## config.mk

```make
export PLATFORM = sky130hd
export DESIGN_NAME = ac_remote_frame_codec_top
export DESIGN_NICKNAME = d
export VERILOG_FILES = /design/src/sv/acrfc_pkg.sv /design/src/sv/acrfc_encode.sv /design/src/sv/acrfc_decode.sv /design/src/sv/ac_remote_frame_codec_top.sv
export SDC_FILE = /design/constraint.sdc
export NUM_CORES = 1
export LEC_CHECK = 0
export BUFFER_PORTS_ARGS = -buffer_cell sky130_fd_sc_hd__clkbuf_2
export CAP_MARGIN = 10
export CORE_MARGIN = 5
export CORE_UTILIZATION = 30
export DETAILED_ROUTE_END_ITERATION = 12
export SYNTH_ARGS = -nofsm -noshare
export SYNTH_HDL_FRONTEND = slang
export SYNTH_SLANG_ARGS = --single-unit
export TNS_END_PERCENT = 30
```

## constraint.sdc

```tcl
create_clock -name clk -period 10.2 [get_ports clk]
set_clock_uncertainty 0.05 [all_clocks]
set_input_delay 2.04 -clock clk [delete_from_list [all_inputs] [get_ports clk]]
set_output_delay 2.04 -clock clk [all_outputs]
set_load 0.1 [all_outputs]
```

## src/sv/acrfc_pkg.sv

```systemverilog
package acrfc_pkg;

  localparam int unsigned FRAME_W = 48;

  localparam logic [47:0] BASE_WORD = 48'hA1826FFFFF62;
  localparam logic [47:0] W48_MASK  = 48'hFFFFFFFFFFFF;

  localparam logic [4:0] HDR_CODE  = 5'h14;
  localparam int unsigned HDR_POS  = 43;
  localparam int unsigned PWR_POS  = 39;
  localparam int unsigned FAN_POS  = 35;
  localparam int unsigned MODE_POS = 32;
  localparam int unsigned FLAG_F_POS = 29;
  localparam int unsigned TEMP_POS = 24;

  localparam logic [7:0] T_LOW_C  = 8'd17;
  localparam logic [7:0] T_HIGH_C = 8'd30;
  localparam logic [8:0] T_LOW_F  = 9'd62;
  localparam logic [8:0] F_ZERO   = 9'd32;

  localparam logic [2:0] MODE_FAN  = 3'd4;
  localparam logic [2:0] MODE_AUTO = 3'd2;

  localparam logic OP_ENCODE = 1'b0;
  localparam logic OP_DECODE = 1'b1;

  typedef logic [FRAME_W-1:0] frame_t;

  // Decoded settings carried from the parser to the result register.
  typedef struct packed {
    logic       ok;
    logic       power;
    logic [2:0] mode;
    logic [1:0] fan;
    logic [5:0] temp;
  } acrfc_fields_t;

  function automatic logic [7:0] flip8(input logic [7:0] b);
    logic [7:0] r;
    for (int k = 0; k < 8; k++) begin
      r[7-k] = b[k];
    end
    return r;
  endfunction

  // Reflected byte sum of bytes 1..5, negated, reflected back.
  function automatic logic [7:0] frame_sum(input frame_t w);
    logic [7:0] acc;
    acc = '0;
    for (int k = 1; k <= 5; k++) begin
      acc = acc + flip8(w[8*k +: 8]);
    end
    return flip8(8'(8'd0 - acc));
  endfunction

  function automatic logic [2:0] fix_mode(input logic [2:0] m);
    return (m > MODE_FAN) ? MODE_AUTO : m;
  endfunction

endpackage

```

## src/sv/acrfc_encode.sv

```systemverilog
module acrfc_encode (
  input  logic               power,
  input  logic [2:0]         mode,
  input  logic [1:0]         fan,
  input  logic [7:0]         temp,
  output acrfc_pkg::frame_t  frame
);
  import acrfc_pkg::*;

  logic [7:0] t_clamp;
  logic [4:0] t_field;
  frame_t     w;

  always_comb begin
    if (temp < T_LOW_C) begin
      t_clamp = T_LOW_C;
    end else if (temp > T_HIGH_C) begin
      t_clamp = T_HIGH_C;
    end else begin
      t_clamp = temp;
    end
    t_field = 5'(t_clamp - T_LOW_C);

    w = BASE_WORD;
    w[MODE_POS +: 3]  = fix_mode(mode);
    w[FAN_POS +: 2]   = fan;
    w[PWR_POS]        = power;
    w[FLAG_F_POS]     = 1'b0;
    w[TEMP_POS +: 5]  = t_field;
    w[7:0]            = frame_sum(w);
    frame = w;
  end

endmodule

```

## src/sv/acrfc_decode.sv

```systemverilog
module acrfc_decode (
  input  acrfc_pkg::frame_t        frame,
  output acrfc_pkg::acrfc_fields_t fields
);
  import acrfc_pkg::*;

  logic [4:0]  tf;
  logic [5:0]  t_cels;
  logic [8:0]  f_scaled;
  logic [14:0] f_prod;
  logic        hdr_ok;
  logic        sum_ok;

  always_comb begin
    tf       = frame[TEMP_POS +: 5];
    t_cels   = 6'(tf) + 6'(T_LOW_C);
    // (F - 32) * 5 + 4, at most 309
    f_scaled = 9'(({4'd0, tf} + (T_LOW_F - F_ZERO)) * 9'd5 + 9'd4);
    // divide by 9: x * 57 / 512 is exact for x below 512
    f_prod   = 15'(f_scaled) * 15'd57;
    hdr_ok   = (frame[HDR_POS +: 5] == HDR_CODE);
    sum_ok   = (frame[7:0] == frame_sum(frame));

    fields = '0;
    if (hdr_ok && sum_ok) begin
      fields.ok    = 1'b1;
      fields.power = frame[PWR_POS];
      fields.mode  = fix_mode(frame[MODE_POS +: 3]);
      fields.fan   = frame[FAN_POS +: 2];
      fields.temp  = frame[FLAG_F_POS] ? f_prod[14:9] : t_cels;
    end
  end

endmodule

```

## src/sv/ac_remote_frame_codec_top.sv

```systemverilog
// Air-conditioner remote frame codec. Each item either builds a 48-bit
// state word from power, mode, fan and Celsius temperature (opcode 0; the
// temperature is clamped to 17..30, unknown modes go out as auto, and the
// word's complement is given alongside) or parses a received word
// (opcode 1; header and checksum are checked, fields unpacked, Fahrenheit
// converted to Celsius with rounding, everything zero on a failed check).
// The block is a two-register pipeline: an input register, then the pack,
// unpack and five-byte checksum logic, then the result register. It takes
// one item per cycle unless out_ready holds the output. An accepted item
// is captured in the input register and then moves into the result
// register, which drives the outputs; a stall holds it where it is. With
// out_ready held low it holds two items before in_ready drops.
module ac_remote_frame_codec_top (
  input  logic        clk,
  input  logic        rst_n,

  input  logic        in_valid,
  output logic        in_ready,
  input  logic        in_opcode,
  input  logic        in_power_in,
  input  logic [2:0]  in_mode_in,
  input  logic [1:0]  in_fan_in,
  input  logic [7:0]  in_temp_in,
  input  logic [47:0] in_frame_in,

  output logic        out_valid,
  input  logic        out_ready,
  output logic [47:0] out_frame_out,
  output logic [47:0] out_frame_inverted,
  output logic        out_decode_ok,
  output logic        out_power_out,
  output logic [2:0]  out_mode_out,
  output logic [1:0]  out_fan_out,
  output logic [5:0]  out_temp_out
);
  import acrfc_pkg::*;

  // input register
  logic          s1_valid_r, s1_valid_nxt;
  logic          opcode_r;
  logic          power_r;
  logic [2:0]    mode_r;
  logic [1:0]    fan_r;
  logic [7:0]    temp_r;
  frame_t        frame_r;

  // result register
  logic          out_valid_r, out_valid_nxt;
  frame_t        frame_out_r;
  frame_t        frame_inv_r;
  acrfc_fields_t fields_r;

  frame_t        enc_frame;
  acrfc_fields_t dec_fields;

  logic          s2_ready;
  logic          s1_ready;
  logic          s1_load;
  logic          s2_load;

  // A stage takes a new item when it is empty or its item moves on.
  assign s2_ready = !out_valid_r || out_ready;
  assign s1_ready = !s1_valid_r || s2_ready;
  assign in_ready = s1_ready;
  assign s1_load  = in_valid && s1_ready;
  assign s2_load  = s1_valid_r && s2_ready;

  always_comb begin
    s1_valid_nxt  = s1_load ? 1'b1 : (s2_load ? 1'b0 : s1_valid_r);
    out_valid_nxt = s2_load ? 1'b1 : (out_ready ? 1'b0 : out_valid_r);
  end

  always_ff @(posedge clk) begin
    if (!rst_n) begin
      s1_valid_r  <= 1'b0;
      out_valid_r <= 1'b0;
    end else begin
      s1_valid_r  <= s1_valid_nxt;
      out_valid_r <= out_valid_nxt;
    end
  end

  always_ff @(posedge clk) begin
    if (s1_load) begin
      opcode_r <= in_opcode;
      power_r  <= in_power_in;
      mode_r   <= in_mode_in;
      fan_r    <= in_fan_in;
      temp_r   <= in_temp_in;
      frame_r  <= in_frame_in;
    end
  end

  acrfc_encode u_encode (
    .power (power_r),
    .mode  (mode_r),
    .fan   (fan_r),
    .temp  (temp_r),
    .frame (enc_frame)
  );

  acrfc_decode u_decode (
    .frame  (frame_r),
    .fields (dec_fields)
  );

  // Encode gives the word pair and zero fields; decode the reverse.
  always_ff @(posedge clk) begin
    if (s2_load) begin
      if (opcode_r == OP_ENCODE) begin
        frame_out_r <= enc_frame;
        frame_inv_r <= (~enc_frame) & W48_MASK;
        fields_r    <= '0;
      end else begin
        frame_out_r <= '0;
        frame_inv_r <= '0;
        fields_r    <= dec_fields;
      end
    end
  end

  assign out_valid          = out_valid_r;
  assign out_frame_out      = frame_out_r;
  assign out_frame_inverted = frame_inv_r;
  assign out_decode_ok      = fields_r.ok;
  assign out_power_out      = fields_r.power;
  assign out_mode_out       = fields_r.mode;
  assign out_fan_out        = fields_r.fan;
  assign out_temp_out       = fields_r.temp;

`ifndef NO_ASSERTIONS
  a_dec_no_frame: assert property (@(posedge clk) disable iff (!rst_n)
    out_valid_r && fields_r.ok |-> frame_out_r == '0 && frame_inv_r == '0)
    else $error("decode result carries a frame");

  a_fail_zero: assert property (@(posedge clk) disable iff (!rst_n)
    out_valid_r && !fields_r.ok |->
      !fields_r.power && fields_r.mode == '0 && fields_r.fan == '0 &&
      fields_r.temp == '0)
    else $error("failed or encode result has nonzero fields");

  a_inv_pair: assert property (@(posedge clk) disable iff (!rst_n)
    out_valid_r && frame_out_r != '0 |-> frame_inv_r == ~frame_out_r)
    else $error("complement word mismatch");

  a_hold_s1: assert property (@(posedge clk) disable iff (!rst_n)
    s1_valid_r && !s2_ready |=> s1_valid_r && $stable(frame_r))
    else $error("stalled item lost from input register");
`endif

endmodule
```

==> metrics.cfg, run 1 <==
[power_and_ir_drop]
p_total_mw = 1.98
ir_worst_vdd_uv = 203
powerDensity_nw_per_um2 = 256
leakagePower_nw = 3.55

[global_route]
antenna_found_initial = 0
grt_pass1_wl_mm = 20.4
grt_pass1_vias = 3960
track_usage_pct = 10.0
grt_max_degree = 64
overflow = 0

[setup_path]
cp.required_ps = 10220
reg2reg_to = out_temp_out[5]
rrSetupSlack_ps = 4290
crit_path_end_kind = register
crit_arrival_ps = 5930
start_kind = register
crit_fanout = 5
rr_worst_depth = 20
critPathKind = register to register
crit_path_start = frame_r[25]
endpoint = out_temp_out[5]
r2r_start = frame_r[25]

[layout]
drive_gt1_share_pct = 25.3
antenna_cells = 0
nNetsFinal = 825
area_growth_pct = 15.1

[clock_tree]
cts_root_buf = clkbuf_16
hold_buffers = 0
cts_setup_buffers = 0
path_clk_slew_ps = 80
cts_tree = done
numCtsBuffers = 9
clk_path_buf_depth = 2
clock_sinks = 112
post_cts_resize_count = 0
clock_latency_ps = 350
cts_htree_levels = 3

[placed_design]
dp_hpwl_mm = 10.3
gp_congestion = 0.788
io_buffers = 146

[floorplan]
die-height_um = 160
die_x_um = 160
dieArea_um2 = 25500
core-area_um2 = 22000
floorplan.initialDensity_pct = 30.6
rows = 54
ios = 178

[timing]
worst_slew_pin_slew_ps = 825
slew_viol_final = 0
rsz0062_at_grt = false
fmax_mhz = 169
fin_crit_ps = 5910
slew_headroom_pct = 44.6
hold_viol = 0
min_period_over_period_pct = 58.0
setup-violations-final = 0
fin_setup_tns_ps = 0

[synthesis]
ys_seq_area_share_pct = 49.8
ys_top_cells_by_area = edfxtp_1 (49%), ha_1 (13%), fa_1 (7.2%), buf_4 (6.9%), inv_1 (4.5%)
syn_area_per_cell_um2 = 12.3
ys_ff_latch = 112
synth_warnings = 0
syn-cell-area_um2 = 6720
synthCells = 545
synth_top_area_share_pct = 49.2
synth.largest_area_cell = edfxtp_1
ys_types = 45

[drt]
post_drt_wl_per_cell_um = 13.4
drc = 0
vias_per_cell = 4.13
drt_iter0_drc = 126
drt-total-wl_mm = 12.7
vias = 3931
final_antenna_net_count = 0
first_pass_iters = 4

[flow_run]
drv_cap = 0

[min_path]
min_from = s1_valid_r
min_path_type = register to register

[run_status]
status = finished clean

[per-stage QoR]
| step | util, % | setup WS (ps) | area (um2) | hold slack (ps) | instances |
|---|---|---|---|---|---|
| after floorplan | - | 4720 | 6830 | 427 | 575 |
| after global placement | 33.9 | 4420 | 7440 | 469 | 935 |
| after detailed placement | 33.9 | 4270 | 7440 | 465 | 935 |
| after CTS | 35.2 | 4260 | 7730 | 492 | 951 |
| after global routing | 35.2 | 3830 | 7730 | 529 | 951 |
| final | 35.2 | 4290 | 7730 | 489 | 951 |
[sequential cells by signal (all words and copies together), names as in the netlist, 2 cells and up]
name,count
mode_r,3
out_frame_out,18
out_fan_out,2
frame_r,48
fan_r,2
out_frame_inverted,16
temp_r,8
out_temp_out,6
out_mode_out,3
[critical path: stages (launching register included)]
cell and delay [ps]:
edfxtp_1 450, inv_1 200, ha_1 220, xor2_1 210
ha_1 270, ha_1 280, ha_1 230, fa_1 400
xor2_1 290, inv_1 190, fa_1 560, inv_1 50
fa_1 450, ha_1 310, ha_1 330, nor4_1 300
nor3_1 70, and2_1 200, o41ai_1 330, xnor2_1 180
a211oi_2 80
[cells in the mapped netlist, drive strengths merged]
| cell type | count |
|---|---|
| nand4 | 2 |
| a211oi | 3 |
| o21ai | 9 |
| a31o | 1 |
| o21a | 2 |
| o31ai | 1 |
| and3 | 1 |
| xor2 | 13 |
| a22oi | 1 |
| ha | 68 |
| edfxtp | 110 |
| or3 | 1 |
| dfxtp | 2 |
| nand2b | 1 |
| nand2 | 11 |
| nand3 | 3 |
| nor4 | 3 |
| nor3b | 3 |
| buf | 64 |
| and2 | 10 |
| a21oi | 15 |
| mux2i | 2 |
| xnor3 | 1 |
| a21boi | 2 |
| o2bb2ai | 1 |
| and2b | 1 |
| a21o | 11 |
| fa | 24 |
| nor4b | 1 |
| inv | 81 |
| o311ai | 1 |
| a311oi | 1 |
| nor3 | 7 |
| nor2 | 35 |
| xnor2 | 33 |
| clkbuf | 5 |
| o41ai | 1 |
| o211ai | 1 |
| conb | 1 |
| nor2b | 12 |
[kinds of logic after synthesis]
logic type                 share of synthesized area [%]
buffers and inverters                               12.0
DFF                                                 49.8
adders and majority gates                           19.8
and+or+nand+nor                                     6.71
AOI/OAI and AO/OA                                   5.05
xor gates and xnor gates                            6.33
muxes                                              0.298
other                                             0.0558
[power breakdown]
group	total, mW	leakage [nW]	switching, mW	internal [mW]
clock	0.349	0.133	0.159	0.191
sequential	0.549	1.07	0.0136	0.536
combinational	1.08	2.35	0.647	0.434
total	1.98	3.55	0.819	1.16
[worst min-delay path by stage]
stage                endpoint  slack [ps]  cells past startpoint
detailed placement  out_valid         460                      1
global route        out_valid         530                      1
floorplan           out_valid         430                      1
global placement    out_valid         470                      1
finish              out_valid         490                      1
CTS                 out_valid         490                      1
[routing by layer]
layer,vias up,global-route usage (%),share of wire [%]
met4,0,2.25,1.2
met2,146,17.6,49
met3,12,3.07,6.6
li1,1973,-,-
met5,-,0,0
met1,1800,12.2,43
[cells in the final DEF, fill, tap and decap left out, types with 2 or more instances in the layout]
master      instances
ha_1               68
o21a_1              2
dfxtp_1             2
nor3_1              7
nand3_1             3
xnor2_1            33
nor3b_1             3
clkbuf_1            2
nor2b_1            11
a21o_1             11
nand2_1            11
inv_1              81
xor2_1             13
clkinvlp_4          2
nand4_1             2
mux2i_1             2
and2_1              9
fa_1               24
nor2_1             35
nor4_1              3
a21oi_1            15
a211oi_2            2
clkbuf_2          146
conb_1             31
buf_4               3
edfxtp_1          110
clkbuf_16           9
o21ai_0             8
[final cells by class]
cell class | count | area, um2
Multi-Input combinational cell | 313 | 2690
Fill cell | 2162 | 14200
Timing Repair Buffer | 149 | 753
Tap cell | 280 | 350
Clock inverter | 5 | 57.6
Sequential cell | 112 | 3340
Inverter | 81 | 304
Clock buffer | 11 | 233
No activity file was read; power rests on OpenSTA's default activity.
==> run 2: changes to the inputs <==
Settings changed: ABC_AREA set to 1.
Clock period 10.2 ns to 4.9 ns, I/O delays scaled along.
==> metrics.cfg, run 2 <==
[clock_tree]
cts_root_buf = clkbuf_16
cts_htree_levels = 3  ; unchanged
cts_tree = done
clock_latency_ps = 360  ; about the same
clock_sinks = 112  ; unchanged
clk_path_buf_depth = 2  ; unchanged
numCtsBuffers = 9  ; unchanged
path_clk_slew_ps = 80  ; about the same

[placed_design]
gp_congestion = 0.797  ; +1.2%
numPlacedInstances = 1077  ; +15%
io_buffers = 146  ; unchanged
dp_hpwl_mm = 11.4  ; +11%

[synthesis]
synth_common_cells = inv_1 (130), edfxtp_1 (110), ha_1 (68)
ys_ff_latch = 112  ; unchanged
synth_top_area_share_pct = 47.5  ; -1.7 points
synth_edf_count = 110  ; unchanged
ys_top_cells_by_area = edfxtp_1 (47%), ha_1 (12%), inv_1 (7.0%), fa_1 (6.9%), buf_4 (6.7%)
synthCells = 658  ; +21%
synth_most_common_cell = inv_1
ys_seq_area_share_pct = 48.1  ; -1.7 points
synth_warnings = 0  ; unchanged
ys_types = 36  ; -20%
syn-cell-area_um2 = 6950  ; +3.5%
synthArstFlopShare_pct = 0  ; unchanged
synth.largest_area_cell = edfxtp_1
syn_area_per_cell_um2 = 10.6  ; -14%
synth_ff_type = edfxtp_1

[drt]
first_pass_iters = 4  ; unchanged
post_drt_wl_per_cell_um = 12.8  ; -3.9%
drt_iter0_drc = 203  ; +61%
final_antenna_net_count = 0  ; unchanged
drt-total-wl_mm = 14.1  ; +11%
vias = 4562  ; +16%
vias_per_cell = 4.15  ; +0.51%
drc = 0  ; unchanged

[setup_path]
start_kind = register
path_delay_family = adder cells
rr_worst_depth = 25  ; +25%
path_buf_inv = 5  ; +2
crit_path_end_kind = register
critPathKind = register to register
crit_fanout = 3  ; -2
cp.required_ps = 4940  ; -5280 ps
crit_arrival_ps = 4980  ; -950 ps
critPathSlowestCell = fa_1
cp.depth = 25  ; +25%
cpPeakStageDelay_ps = 530  ; -30 ps

[layout]
drive_gt1_share_pct = 28.2  ; +2.9 points
largest_register_ffs = 48  ; unchanged
n_fill_cell = 2246  ; +3.9%
area_growth_pct = 20.4
final_common_cell = clkbuf_2
final_cell_mix = clkbuf_2 (146), inv_1 (123), edfxtp_1 (110)
nNetsFinal = 966  ; +17%
largest-register = frame_r
fin_cells = 1098  ; +15%

[floorplan]
core-area_um2 = 22700  ; +3.4%
floorplan.initialDensity_pct = 30.6  ; about the same
rows = 55  ; +1.9%
die-height_um = 162  ; +1.6%
die_x_um = 162  ; +1.6%
ios = 178  ; unchanged
dieArea_um2 = 26300  ; +3.3%

[global_route]
track_usage_pct = 10.8  ; +0.80 points
overflow = 0  ; unchanged
antenna_found_initial = 1  ; +1
grt_pass1_vias = 4386  ; +11%
grt_pass1_wl_mm = 22.5  ; +10%
grt_max_degree = 42  ; -34%

[run_status]
status = complete, but fails checks
violations = setup timing

[flow_run]
drv_cap = 0  ; unchanged

[power_and_ir_drop]
powerDensity_nw_per_um2 = 590  ; +130%
ir_worst_vdd_uv = 357  ; +76%
leakagePower_nw = 4.09  ; +15%

[timing]
hold_viol = 0  ; unchanged
slew_viol_final = 0  ; unchanged
slew_headroom_pct = 26.3  ; -18 points
setup_ws_ps = -42.8  ; -4330 ps
fin_crit_ps = 4940  ; -968 ps
min_period_over_period_pct = 101  ; +43 points
fin_setup_tns_ps = -81.4  ; -81.4 ps
rsz0062_at_grt = true
fmax_mhz = 202  ; +20%
setup-violations-final = 2  ; +2
worst_slew_pin_slew_ps = 1100  ; +278 ps

[min_path]
worstHoldPathCells = 2  ; +1
min_path_type = register to register

[run 2: repair_timing]
action / CTS / global route
setup buffers: 2 / 2
resized for setup: 7 / 12
endpoints found under the setup margin: 4 / 6
hold buffers: 0 / 0
pin swaps: 6 / 9
gates cloned: 0 / 0
[run 2: cells by family (layout without fill, tap and decap cells)]
family                     after synthesis  in the layout  synth area share, %
AOI/OAI and AO/OA                       64             64                 5.27
xor gates and xnor gates                24             24                 3.02
adders and majority gates               92             92                 19.1
buffers and inverters                  197            321                 14.1
DFF                                    112            112                 48.1
other                                    1             32               0.0539
and+or+nand+nor                        168            168                 10.3
[run 2: layout make-up]
| class | instances | area, um2 | area share (%) |
|---|---|---|---|
| multi-input cells | 379 | 2920 | 34.8 |
| clock inverters | 7 | 96.3 | 1.15 |
| well taps | 285 | 357 | 4.26 |
| repair buffers | 174 | 941 | 11.2 |
| clock buffers | 9 | 225 | 2.69 |
| inverters | 131 | 494 | 5.90 |
| diodes | 1 | 2.50 | 0.0299 |
| flip-flops and latches | 112 | 3340 | 39.9 |
[run 2: metrics by stage]
step,util (%),worst slack (ps),hold slack [ps],power (mW),instance area [um2]
global placement,34.9,-51.9,465,3.88,7920
detailed placement,34.9,-117,486,3.90,7920
floorplan,-,-68.9,397,3.24,7130
finish,36.9,-42.8,496,4.94,8380
global route,36.9,-269,511,5.37,8380
CTS,36.5,-113,498,4.80,8290
[run 2: per-layer routing]
layer  GRT usage [%]  up-vias  part of all wire [%]
met5               0        -                     0
met4            5.00        0                   2.8
li1                -     2337                     -
met1            14.3     2072                    45
met3            1.09       24                   4.0
met2            18.0      129                    48
[run 2: worst paths after layout]
kind | startpoint | endpoint | slack, ps
max | frame_r[26] | out_temp_out[3] | -40
min reg2reg | s1_valid_r | out_valid | 500
min | s1_valid_r | out_valid | 500
max reg2reg | frame_r[26] | out_temp_out[3] | -40
[run 2: worst register-to-register path: stages, from the launching register on]
cell and delay [ps]:
edfxtp_1 410, inv_2 100, ha_4 150, xor2_2 150, ha_1 250, ha_1 280, ha_2 190, fa_2 350
or2_4 240, nand2_4 80, inv_4 40, fa_1 530, inv_1 50, fa_1 480, ha_4 300, ha_4 200
nand2_2 60, nand2_2 50, a31oi_1 120, nand2_1 90, buf_4 140, buf_4 130, nand2_1 50, nand2_1 50
nand3_1 60, a21oi_1 80
[run 2: power breakdown]
group	total, mW	switching (mW)	internal, mW
combinational	2.99	1.67	1.32
sequential	1.14	0.0302	1.11
clock	0.801	0.386	0.415
total	4.94	2.09	2.85
